<file path="config.mk">
export PLATFORM = sky130hd
export DESIGN_NAME = rotation_tracker_with_spin_brake
export DESIGN_NICKNAME = d
export VERILOG_FILES = /design/src/rtl/core/rstb_pkg.sv /design/src/rtl/core/rstb_cfg_regs.sv /design/src/rtl/core/rstb_in_stage.sv /design/src/rtl/core/rstb_track_core.sv /design/src/rtl/core/rotation_tracker_with_spin_brake.sv
export SDC_FILE = /design/constraint.sdc
export NUM_CORES = 2
export LEC_CHECK = 0
export BUFFER_PORTS_ARGS = -buffer_cell sky130_fd_sc_hd__buf_2
export CORE_AREA = 10 10 272 274
export DETAILED_ROUTE_END_ITERATION = 10
export DIE_AREA = 0 0 282 284
export PLACE_DENSITY = 0.72
export SETUP_SLACK_MARGIN = 0.15
export SYNTH_ARGS = -nofsm -noshare
export SYNTH_HDL_FRONTEND = slang
export SYNTH_HIERARCHICAL = 1
export SYNTH_SLANG_ARGS = --single-unit
export TNS_END_PERCENT = 1
</file>
<file path="constraint.sdc">
create_clock -name clk -period 10.74 [get_ports clk]
set_clock_uncertainty 0.1 [all_clocks]
set_input_delay 2.148 -clock clk [delete_from_list [all_inputs] [get_ports clk]]
set_output_delay 2.148 -clock clk [all_outputs]
set_load 0.02 [all_outputs]
</file>
<file path="src/rtl/core/rstb_pkg.sv">
// rstb_pkg: shared types and constants for the rotation tracker with spin brake
// no dependencies
`default_nettype none

package rstb_pkg;

	localparam int unsigned ANGLE_W = 16;
	localparam int unsigned POS_W   = 32;
	localparam int unsigned VEL_W   = 24;
	localparam int unsigned SPEED_W = 23;
	localparam int unsigned STEP_W  = 16;
	localparam int unsigned DUTY_W  = 8;
	localparam int unsigned COUNT_W = 8;
	localparam int unsigned CMD_W   = 9;

	localparam int unsigned IN_TDATA_W  = 48;
	localparam int unsigned OUT_TDATA_W = 72;

	localparam logic [ANGLE_W-1:0] HALF_TURN    = 16'h8000;
	localparam logic [POS_W-1:0]   QUARTER_TURN = 32'h0000_4000;
	localparam logic [POS_W-1:0]   FULL_TURN    = 32'h0001_0000;
	localparam logic [COUNT_W-1:0] COUNT_MAX    = 8'hFF;

	// register indexes
	localparam logic [1:0] REG_USE_MEASURED = 2'd0;
	localparam logic [1:0] REG_STEP_TIME    = 2'd1;
	localparam logic [1:0] REG_STALL_SPEED  = 2'd2;
	localparam logic [1:0] REG_BRAKE_DUTY   = 2'd3;

	typedef struct packed {
		logic                use_measured_angle;
		logic [STEP_W-1:0]   step_time;
		logic [SPEED_W-1:0]  stall_speed;
		logic [DUTY_W-1:0]   brake_duty;
	} cfg_t;

	typedef struct packed {
		logic [ANGLE_W-1:0]        measured_angle;
		logic signed [VEL_W-1:0]   velocity;
		logic                      activate;
		logic                      deactivate;
		logic [POS_W-1:0]          int_step;
	} in_beat_t;

	typedef struct packed {
		logic [ANGLE_W-1:0]        angle_out;
		logic signed [POS_W-1:0]   unwrapped_angle;
		logic [COUNT_W-1:0]        rotations;
		logic                      brake_active;
		logic signed [CMD_W-1:0]   brake_command;
		logic                      brake_done;
	} result_t;

endpackage

`default_nettype wire

</file>
<file path="src/rtl/core/rstb_cfg_regs.sv">
// rstb_cfg_regs: apb register file for mode, step time, stall speed and brake duty
// depends on rstb_pkg
`default_nettype none

module rstb_cfg_regs (
	input  wire logic                clk,
	input  wire logic                arst_n,
	input  wire logic                psel,
	input  wire logic                penable,
	input  wire logic                pwrite,
	input  wire logic [3:0]          paddr,
	input  wire logic [31:0]         pwdata,
	output logic [31:0]              prdata,
	output rstb_pkg::cfg_t           cfg,
	output logic                     mode_wr
);
	import rstb_pkg::*;

	cfg_t cfg_q;
	logic wr_en;

	assign wr_en   = psel && penable && pwrite;
	assign mode_wr = wr_en && (paddr[3:2] == REG_USE_MEASURED);
	assign cfg     = cfg_q;

	always_ff @(posedge clk or negedge arst_n) begin
		if (!arst_n) begin
			cfg_q.use_measured_angle <= 1'b1;
			cfg_q.step_time          <= 16'd655;
			cfg_q.stall_speed        <= 23'd10430;
			cfg_q.brake_duty         <= 8'd77;
		end else if (wr_en) begin
			case (paddr[3:2])
				REG_USE_MEASURED: cfg_q.use_measured_angle <= pwdata[0];
				REG_STEP_TIME:    cfg_q.step_time          <= pwdata[STEP_W-1:0];
				REG_STALL_SPEED:  cfg_q.stall_speed        <= pwdata[SPEED_W-1:0];
				REG_BRAKE_DUTY:   cfg_q.brake_duty         <= pwdata[DUTY_W-1:0];
				default: ;
			endcase
		end
	end

	always_comb begin
		case (paddr[3:2])
			REG_USE_MEASURED: prdata = {31'd0, cfg_q.use_measured_angle};
			REG_STEP_TIME:    prdata = {16'd0, cfg_q.step_time};
			REG_STALL_SPEED:  prdata = {9'd0, cfg_q.stall_speed};
			REG_BRAKE_DUTY:   prdata = {24'd0, cfg_q.brake_duty};
			default:          prdata = 32'd0;
		endcase
	end

endmodule

`default_nettype wire

</file>
<file path="src/rtl/core/rstb_in_stage.sv">
// rstb_in_stage: input register, also holds the floored velocity times step product
// depends on rstb_pkg
`default_nettype none

module rstb_in_stage (
	input  wire logic                              clk,
	input  wire logic                              arst_n,
	input  wire logic                              load,
	input  wire logic                              advance,
	input  wire logic [rstb_pkg::IN_TDATA_W-1:0]   tdata,
	input  wire logic [rstb_pkg::STEP_W-1:0]       step_time,
	output logic                                   valid_s1,
	output rstb_pkg::in_beat_t                     beat_s1
);
	import rstb_pkg::*;

	logic signed [VEL_W-1:0]   vel;
	logic signed [STEP_W:0]    step_s;
	logic signed [VEL_W+STEP_W:0] prod;

	assign vel    = $signed(tdata[39:16]);
	assign step_s = $signed({1'b0, step_time});
	assign prod   = vel * step_s;

	always_ff @(posedge clk or negedge arst_n) begin
		if (!arst_n) begin
			valid_s1 <= 1'b0;
		end else if (load) begin
			valid_s1 <= 1'b1;
		end else if (advance) begin
			valid_s1 <= 1'b0;
		end
	end

	// arithmetic shift floors the product
	always_ff @(posedge clk) begin
		if (load) begin
			beat_s1.measured_angle <= tdata[15:0];
			beat_s1.velocity       <= vel;
			beat_s1.activate       <= tdata[40];
			beat_s1.deactivate     <= tdata[41];
			beat_s1.int_step       <= {{7{prod[VEL_W+STEP_W]}}, prod[VEL_W+STEP_W:STEP_W]};
		end
	end

endmodule

`default_nettype wire

</file>
<file path="src/rtl/core/rstb_track_core.sv">
// rstb_track_core: angle unwrap or integration, turn counting and spin brake state
// depends on rstb_pkg
`default_nettype none

module rstb_track_core (
	input  wire logic                clk,
	input  wire logic                arst_n,
	input  wire logic                advance,
	input  wire logic                mode_wr,
	input  wire rstb_pkg::cfg_t      cfg,
	input  wire rstb_pkg::in_beat_t  beat_s1,
	output rstb_pkg::result_t        result
);
	import rstb_pkg::*;

	logic [ANGLE_W-1:0]  last_meas_q;
	logic                seen_q;
	logic [POS_W-1:0]    tracked_q;
	logic [POS_W-1:0]    rot_origin_q;
	logic [COUNT_W-1:0]  count_q;
	logic                braking_q;
	logic [POS_W-1:0]    brake_origin_q;
	logic [VEL_W-1:0]    target_q;

	logic [VEL_W-1:0]    speed;
	logic [ANGLE_W-1:0]  d;
	logic [POS_W-1:0]    meas_delta;
	logic [POS_W-1:0]    tracked_n;
	logic [POS_W-1:0]    disp;
	logic                full;
	logic [POS_W-1:0]    rot_origin_n;
	logic [COUNT_W-1:0]  count_n;
	logic                braking_n;
	logic [POS_W-1:0]    brake_origin_n;
	logic [VEL_W-1:0]    target_n;
	logic                braking_a;
	logic [POS_W-1:0]    brake_origin_a;
	logic [VEL_W-1:0]    target_a;
	logic [COUNT_W-1:0]  count_a;
	logic [POS_W-1:0]    bdiff;
	logic [POS_W-1:0]    travel;
	logic                done;
	logic signed [CMD_W-1:0] cmd;

	always_comb begin
		speed = beat_s1.velocity[VEL_W-1] ? VEL_W'(-beat_s1.velocity) : beat_s1.velocity;

		// exactly half a turn counts forward
		d = beat_s1.measured_angle - last_meas_q;
		meas_delta = {{(POS_W-ANGLE_W){d[ANGLE_W-1] && (d != HALF_TURN)}}, d};

		if (cfg.use_measured_angle) begin
			if (!seen_q) begin
				tracked_n = {{(POS_W-ANGLE_W){1'b0}}, beat_s1.measured_angle};
			end else begin
				tracked_n = tracked_q + meas_delta;
			end
		end else begin
			tracked_n = tracked_q + beat_s1.int_step;
		end

		disp = tracked_n - rot_origin_q;
		full = (!disp[POS_W-1] && (disp >= FULL_TURN)) ||
			(disp[POS_W-1] && ((-disp) >= FULL_TURN));

		count_n      = count_q;
		rot_origin_n = rot_origin_q;
		if (full) begin
			if (count_q != COUNT_MAX) begin
				count_n = count_q + 1'b1;
			end
			rot_origin_n = tracked_n;
		end
		if (speed < {1'b0, cfg.stall_speed}) begin
			count_n      = '0;
			rot_origin_n = tracked_n;
		end

		braking_a      = braking_q;
		brake_origin_a = brake_origin_q;
		target_a       = target_q;
		count_a        = count_n;
		if (beat_s1.deactivate) begin
			braking_a      = 1'b0;
			brake_origin_a = '0;
			target_a       = '0;
			count_a        = '0;
		end else if (beat_s1.activate && !braking_q) begin
			braking_a      = 1'b1;
			brake_origin_a = tracked_n;
			target_a       = {2'b00, speed[VEL_W-1:2]};
		end

		bdiff  = tracked_n - brake_origin_a;
		travel = bdiff[POS_W-1] ? (-bdiff) : bdiff;

		braking_n      = braking_a;
		brake_origin_n = brake_origin_a;
		target_n       = target_a;
		done           = 1'b0;
		cmd            = '0;
		if (braking_a) begin
			if ((speed <= target_a) || (travel >= QUARTER_TURN)) begin
				braking_n      = 1'b0;
				brake_origin_n = '0;
				target_n       = '0;
				count_a        = '0;
				done           = 1'b1;
			end else if (beat_s1.velocity[VEL_W-1]) begin
				cmd = $signed({1'b0, cfg.brake_duty});
			end else if (beat_s1.velocity != '0) begin
				cmd = -$signed({1'b0, cfg.brake_duty});
			end
		end

		result.angle_out       = cfg.use_measured_angle ? beat_s1.measured_angle
			: tracked_n[ANGLE_W-1:0];
		result.unwrapped_angle = $signed(tracked_n);
		result.rotations       = count_a;
		result.brake_active    = braking_n;
		result.brake_command   = cmd;
		result.brake_done      = done;
	end

	always_ff @(posedge clk or negedge arst_n) begin
		if (!arst_n) begin
			last_meas_q    <= '0;
			seen_q         <= 1'b0;
			tracked_q      <= '0;
			rot_origin_q   <= '0;
			count_q        <= '0;
			braking_q      <= 1'b0;
			brake_origin_q <= '0;
			target_q       <= '0;
		end else if (mode_wr) begin
			seen_q <= 1'b0;
		end else if (advance) begin
			if (cfg.use_measured_angle) begin
				last_meas_q <= beat_s1.measured_angle;
				seen_q      <= 1'b1;
			end
			tracked_q      <= tracked_n;
			rot_origin_q   <= rot_origin_n;
			count_q        <= count_a;
			braking_q      <= braking_n;
			brake_origin_q <= brake_origin_n;
			target_q       <= target_n;
		end
	end

endmodule

`default_nettype wire

</file>
<file path="src/rtl/core/rotation_tracker_with_spin_brake.sv">
// rotation_tracker_with_spin_brake: top level, stream ports, apb port and result register
// depends on rstb_pkg, rstb_cfg_regs, rstb_in_stage, rstb_track_core
//
// Takes one beat per cycle while m_tready stays high and returns one result beat per input
// beat. An accepted beat is loaded into the input register together with velocity
// times step_time, multiplied on the way in. When the result register is free or
// m_tready is high, the beat moves from the input register through the tracking and
// brake logic into the result register and is then valid on m_tvalid. The tracking state
// is updated in that single pass, so beats flow at full rate while m_tready stays high.
// Configuration is written through the apb port; writing the mode register makes the
// next measured sample set the position.
`default_nettype none

module rotation_tracker_with_spin_brake (
	input  wire logic        clk,
	input  wire logic        arst_n,
	// measured_angle[15:0], velocity[39:16], activate[40], deactivate[41], zero pad
	input  wire logic [47:0] s_tdata,
	input  wire logic        s_tvalid,
	output logic             s_tready,
	// angle_out[15:0], unwrapped_angle[47:16], rotations[55:48], brake_active[56],
	// brake_command[65:57], brake_done[66], zero pad
	output logic [71:0]      m_tdata,
	output logic             m_tvalid,
	input  wire logic        m_tready,
	input  wire logic        psel,
	input  wire logic        penable,
	input  wire logic        pwrite,
	input  wire logic [3:0]  paddr,
	input  wire logic [31:0] pwdata,
	output logic [31:0]      prdata,
	output logic             pready
);
	import rstb_pkg::*;

	cfg_t     cfg;
	logic     mode_wr;
	logic     valid_s1;
	in_beat_t beat_s1;
	result_t  result;
	result_t  result_q;
	logic     out_valid_q;
	logic     advance;
	logic     load;

	assign pready   = 1'b1;
	assign advance  = valid_s1 && (!out_valid_q || m_tready);
	assign s_tready = !valid_s1 || advance;
	assign load     = s_tvalid && s_tready;

	rstb_cfg_regs u_cfg (
		.clk     (clk),
		.arst_n  (arst_n),
		.psel    (psel),
		.penable (penable),
		.pwrite  (pwrite),
		.paddr   (paddr),
		.pwdata  (pwdata),
		.prdata  (prdata),
		.cfg     (cfg),
		.mode_wr (mode_wr)
	);

	rstb_in_stage u_in (
		.clk       (clk),
		.arst_n    (arst_n),
		.load      (load),
		.advance   (advance),
		.tdata     (s_tdata),
		.step_time (cfg.step_time),
		.valid_s1  (valid_s1),
		.beat_s1   (beat_s1)
	);

	rstb_track_core u_core (
		.clk     (clk),
		.arst_n  (arst_n),
		.advance (advance),
		.mode_wr (mode_wr),
		.cfg     (cfg),
		.beat_s1 (beat_s1),
		.result  (result)
	);

	always_ff @(posedge clk or negedge arst_n) begin
		if (!arst_n) begin
			out_valid_q <= 1'b0;
		end else if (advance) begin
			out_valid_q <= 1'b1;
		end else if (m_tready) begin
			out_valid_q <= 1'b0;
		end
	end

	always_ff @(posedge clk) begin
		if (advance) begin
			result_q <= result;
		end
	end

	assign m_tvalid = out_valid_q;
	assign m_tdata  = {5'd0, result_q.brake_done, result_q.brake_command,
		result_q.brake_active, result_q.rotations, result_q.unwrapped_angle,
		result_q.angle_out};

	// a moved beat always lands in the result register
	a_advance_fills: assert property (@(posedge clk) disable iff (!arst_n)
		advance |=> out_valid_q)
		else $error("result register not loaded after advance");

	// a command is only driven while braking
	a_cmd_needs_brake: assert property (@(posedge clk) disable iff (!arst_n)
		(out_valid_q && (result_q.brake_command != '0)) |-> result_q.brake_active)
		else $error("brake command while brake idle");

	// automatic completion leaves the brake idle with the count cleared
	a_done_clears: assert property (@(posedge clk) disable iff (!arst_n)
		(out_valid_q && result_q.brake_done) |->
		(!result_q.brake_active && (result_q.rotations == '0)))
		else $error("brake done without clearing");

endmodule

`default_nettype wire
</file>
==> implementation parameters <==
Parameter                              Value

Status
  Run status ... complete, no violations

Global routing
  Via count of the first global-routing pass ... 29900
  Pin count of the biggest net entering global routing ... 113
  Overall routing resource usage ... 25.5%
  Antenna violations before repair ... 1
  GR Overflow Total ... 0
  Global-route wire length before repair ... 164000 um

Routing
  Router iterations before antenna repair ... 5
  Overall via count from detail_route ... 29700
  Via density ... 5.82
  Average wire per standard cell ... 20.0 um
  Remaining antenna violation count after routing ... 0
  DRC viols ... 0
  DR iter-0 viols ... 2199
  Final wirelength ... 102000 um

Synth
  EDFF count, synth ... 134
  Seq/Total Area, Yosys ... 23.9%
  Ys flop type ... dfrtp_1
  Async S/R FF share, synth ... 59.4%
  Count of mapped cells out of synthesis ... 4088
  Post-synthesis instance area ... 0.0374 sq mm
  Mean instance size in the synthesized netlist ... 9.15 sq um
  Seq cells post-synth ... 330
  Yosys cell types ... 104
  Synth warnings ... 6

Setup path
  Critical Path Max Stage Delay ... 0.50 ns
  R2r startpoint ... u_in/beat_s1[58]$_DFFE_PP_
  CP endpoint kind ... register
  Terminus of the critical flop-to-flop path ... m_tdata[64]$_DFFE_PP_
  Cell type of the slowest stage on the worst timing path ... or4_1
  Largest driver fanout on the critical path ... 13
  Flop-to-flop setup slack ... 0.61 ns
  Type of origin of the critical path ... register
  Worst setup path class ... reg2reg
  R2R depth ... 38
  CP arrival ... 10.41 ns
  WP data required ... 11.02 ns

Die
  Starting density of the core ... 54.7%
  Width of the die ... 282 um
  Die footprint ... 0.0801 sq mm
  Core region area ... 0.0683 sq mm
  Number of top-level pins ... 198
  Standard-cell rows ... 96
  Vertical extent of the die ... 284 um

Clocking
  Hold bufs inserted after CTS ... 0
  Number of sinks on the clock net ... 330
  Clock buffers created by TritonCTS ... 41
  Number of buffers added for setup after CTS ... 0
  Clock slew seen by the registers of the worst setup and hold paths ... 0.06 ns
  Clock Tree Root ... clkbuf_16
  Clock H-tree levels ... 2
  Maximum clock path buffer count ... 3
  CTS tree ... yes
  Clock network latency to the later pin of the worst-skew pair ... 0.60 ns

Flow run
  Number of maximum-capacitance violations ... 0

Placed design
  HPWL Detailed ... 76700 um
  Placement Cell Area ... 0.0390 sq mm
  Port Buffers ... 165
  Placer congestion estimate ... 0.908

STA
  Max Freq ... 98.7 MHz
  Setup Total Neg Slack ... 0 ns
  Number of max-slew violations in the final report ... 0
  Shortest clock period the worst path allows after layout ... 10.13 ns
  Setup repair after global routing missed its margin ... true
  Number of hold violations in the final report ... 0
  Headroom to the max-slew limit ... 16.3%
  Worst slack on hold paths ... 0.377 ns
  Final count of negative-setup-slack endpoints ... 0
  Actual transition at the worst max-transition pin ... 1.25 ns
  Share of the clock period used by the worst path ... 94.4%

Final layout
  Number of nets in the layout ... 4949
  Share of layout cells above drive strength 1 ... 11.2%
  Post-route cell area ... 0.0404 sq mm
  Antenna diode instance count ... 0
  Area growth from synthesis to layout ... 8.11%
  # fillers ... 5913
  Core occupancy in the finished layout ... 59.2%

Hold path
  Hold Crit Depth ... 2
  Hold Path Sink ... u_core/brake_origin_q[9]$_DFFE_PN0P_
  Tightest Hold Check Type ... reg2reg
  Hold path startpoint ... u_core/brake_origin_q[9]$_DFFE_PN0P_
[worst max path at each step]
stage | start | cells past startpoint | endpoint
5_1_grt | u_in/beat_s1[58]$_DFFE_PP_ | 37 | m_tdata[60]$_DFFE_PP_
6_report | u_in/beat_s1[58]$_DFFE_PP_ | 38 | m_tdata[64]$_DFFE_PP_
3_5_place_dp | u_in/beat_s1[58]$_DFFE_PP_ | 38 | m_tdata[64]$_DFFE_PP_
2_1_floorplan | u_in/beat_s1[58]$_DFFE_PP_ | 37 | m_tdata[59]$_DFFE_PP_
4_1_cts | u_in/beat_s1[58]$_DFFE_PP_ | 38 | m_tdata[64]$_DFFE_PP_
3_3_place_gp | u_in/beat_s1[58]$_DFFE_PP_ | 38 | m_tdata[60]$_DFFE_PP_
[layout make-up]
type | instances | area (sq um) | area share [%]
Inverter | 624 | 2340 | 5.79
Timing Repair Buffer | 213 | 1210 | 2.99
Tap cell | 882 | 1100 | 2.73
Sequential cell | 330 | 8950 | 22.1
Clock buffer | 48 | 1080 | 2.68
Multi-Input combinational cell | 2979 | 25400 | 62.8
Clock inverter | 28 | 330 | 0.817
[through the flow]
step,instances,setup WS [ns]
CTS,5103,0.583
detailed placement,5027,0.652
finish,5104,0.606
global placement,5027,0.742
floorplan,4100,1.75
global route,5104,0.0844
[registers in the layout (all words and copies together) (netlist names)]
register	flops
u_core/braking_q	1
u_cfg/cfg	48
u_core/last_meas_q	16
u_core/seen_q	1
u_core/brake_origin_q	32
u_core/rot_origin_q	32
m_tdata	67
u_in/beat_s1	67
u_core/tracked_q	32
m_tvalid	1
u_core/target_q	24
u_core/count_q	8
u_in/valid_s1	1
[repair_timing]
item,in CTS,in global routing
resized for setup,0,4
endpoints found under the setup margin,0,75
hold endpoints to repair,0,0
[per-layer routing]
metal / global-route usage (%) / part of all wire (%)
met1: 33.8 / 43
met2: 41.8 / 47
met3: 4.36 / 6.6
met4: 8.08 / 3.2
met5: 0 / 0.013
[placed cells by master (no fill, tap or decap), types with 76 or more instances in the layout]
cell      count
ha_1        288
and2_1      188
buf_2       164
fa_1        380
nor2_1      148
a21oi_1     192
xnor2_1      91
nand2_1     542
inv_1       622
mux2_2       76
edfxtp_1    134
dfrtp_1     177
o21ai_0     153
[Yosys cell counts (9+ instances only)]
cell | n | share of area [%]
a21o_1 | 75 | 1.5
nand3_1 | 56 | 0.75
o2111ai_1 | 12 | 0.28
clkbuf_1 | 111 | 1.1
dfstp_2 | 19 | 1.3
fa_1 | 380 | 20
inv_1 | 622 | 6.2
a22oi_1 | 10 | 0.20
buf_1 | 10 | 0.10
or3_1 | 29 | 0.49
or2_2 | 9 | 0.15
mux2_4 | 11 | 0.44
a211o_1 | 9 | 0.21
ha_1 | 289 | 9.7
a21oi_1 | 192 | 2.6
mux2i_1 | 26 | 0.70
mux2_2 | 76 | 2.3
nand4_1 | 44 | 0.74
dfrtp_1 | 177 | 12
and2_1 | 189 | 3.2
a2111oi_0 | 9 | 0.21
or4_1 | 14 | 0.28
nand2_1 | 543 | 5.5
o31ai_1 | 17 | 0.34
edfxtp_1 | 134 | 11
o31a_1 | 9 | 0.21
buf_4 | 28 | 0.56
nor4_1 | 23 | 0.38
a31oi_1 | 23 | 0.38
o21bai_1 | 13 | 0.26
a22o_1 | 22 | 0.52
o21ai_2 | 34 | 0.80
o211ai_1 | 54 | 1.1
xor2_1 | 70 | 1.6
and3_1 | 20 | 0.33
o21ai_0 | 153 | 2.0
nor2_1 | 148 | 1.5
buf_2 | 11 | 0.15
a211oi_1 | 26 | 0.52
nor3_1 | 42 | 0.56
nor2b_1 | 36 | 0.60
o21a_1 | 30 | 0.60
xnor2_1 | 91 | 2.1
nand2b_1 | 26 | 0.43
[worst max-delay path: cells and delay by family (launching register included)]
kind | cells | cell delay (ns)
AOI/OAI and AO/OA | 10 | 2.24
xor gates and xnor gates | 2 | 0.41
adders and majority gates | 4 | 1.26
buffers and inverters | 5 | 0.68
DFF | 1 | 0.41
and+or+nand+nor | 17 | 4.80
[cells by family after synthesis]
family | Yosys count | share of synthesized area (%)
other | 3 | 0.0301
xor gates and xnor gates | 161 | 3.77
DFF | 330 | 23.9
muxes | 120 | 3.67
buffers and inverters | 792 | 8.42
AOI/OAI and AO/OA | 789 | 14.3
adders and majority gates | 669 | 30.0
and+or+nand+nor | 1224 | 15.9
Power is not shown: default switching activity piles up to over one toggle a cycle in this logic, so the estimate is an artifact.
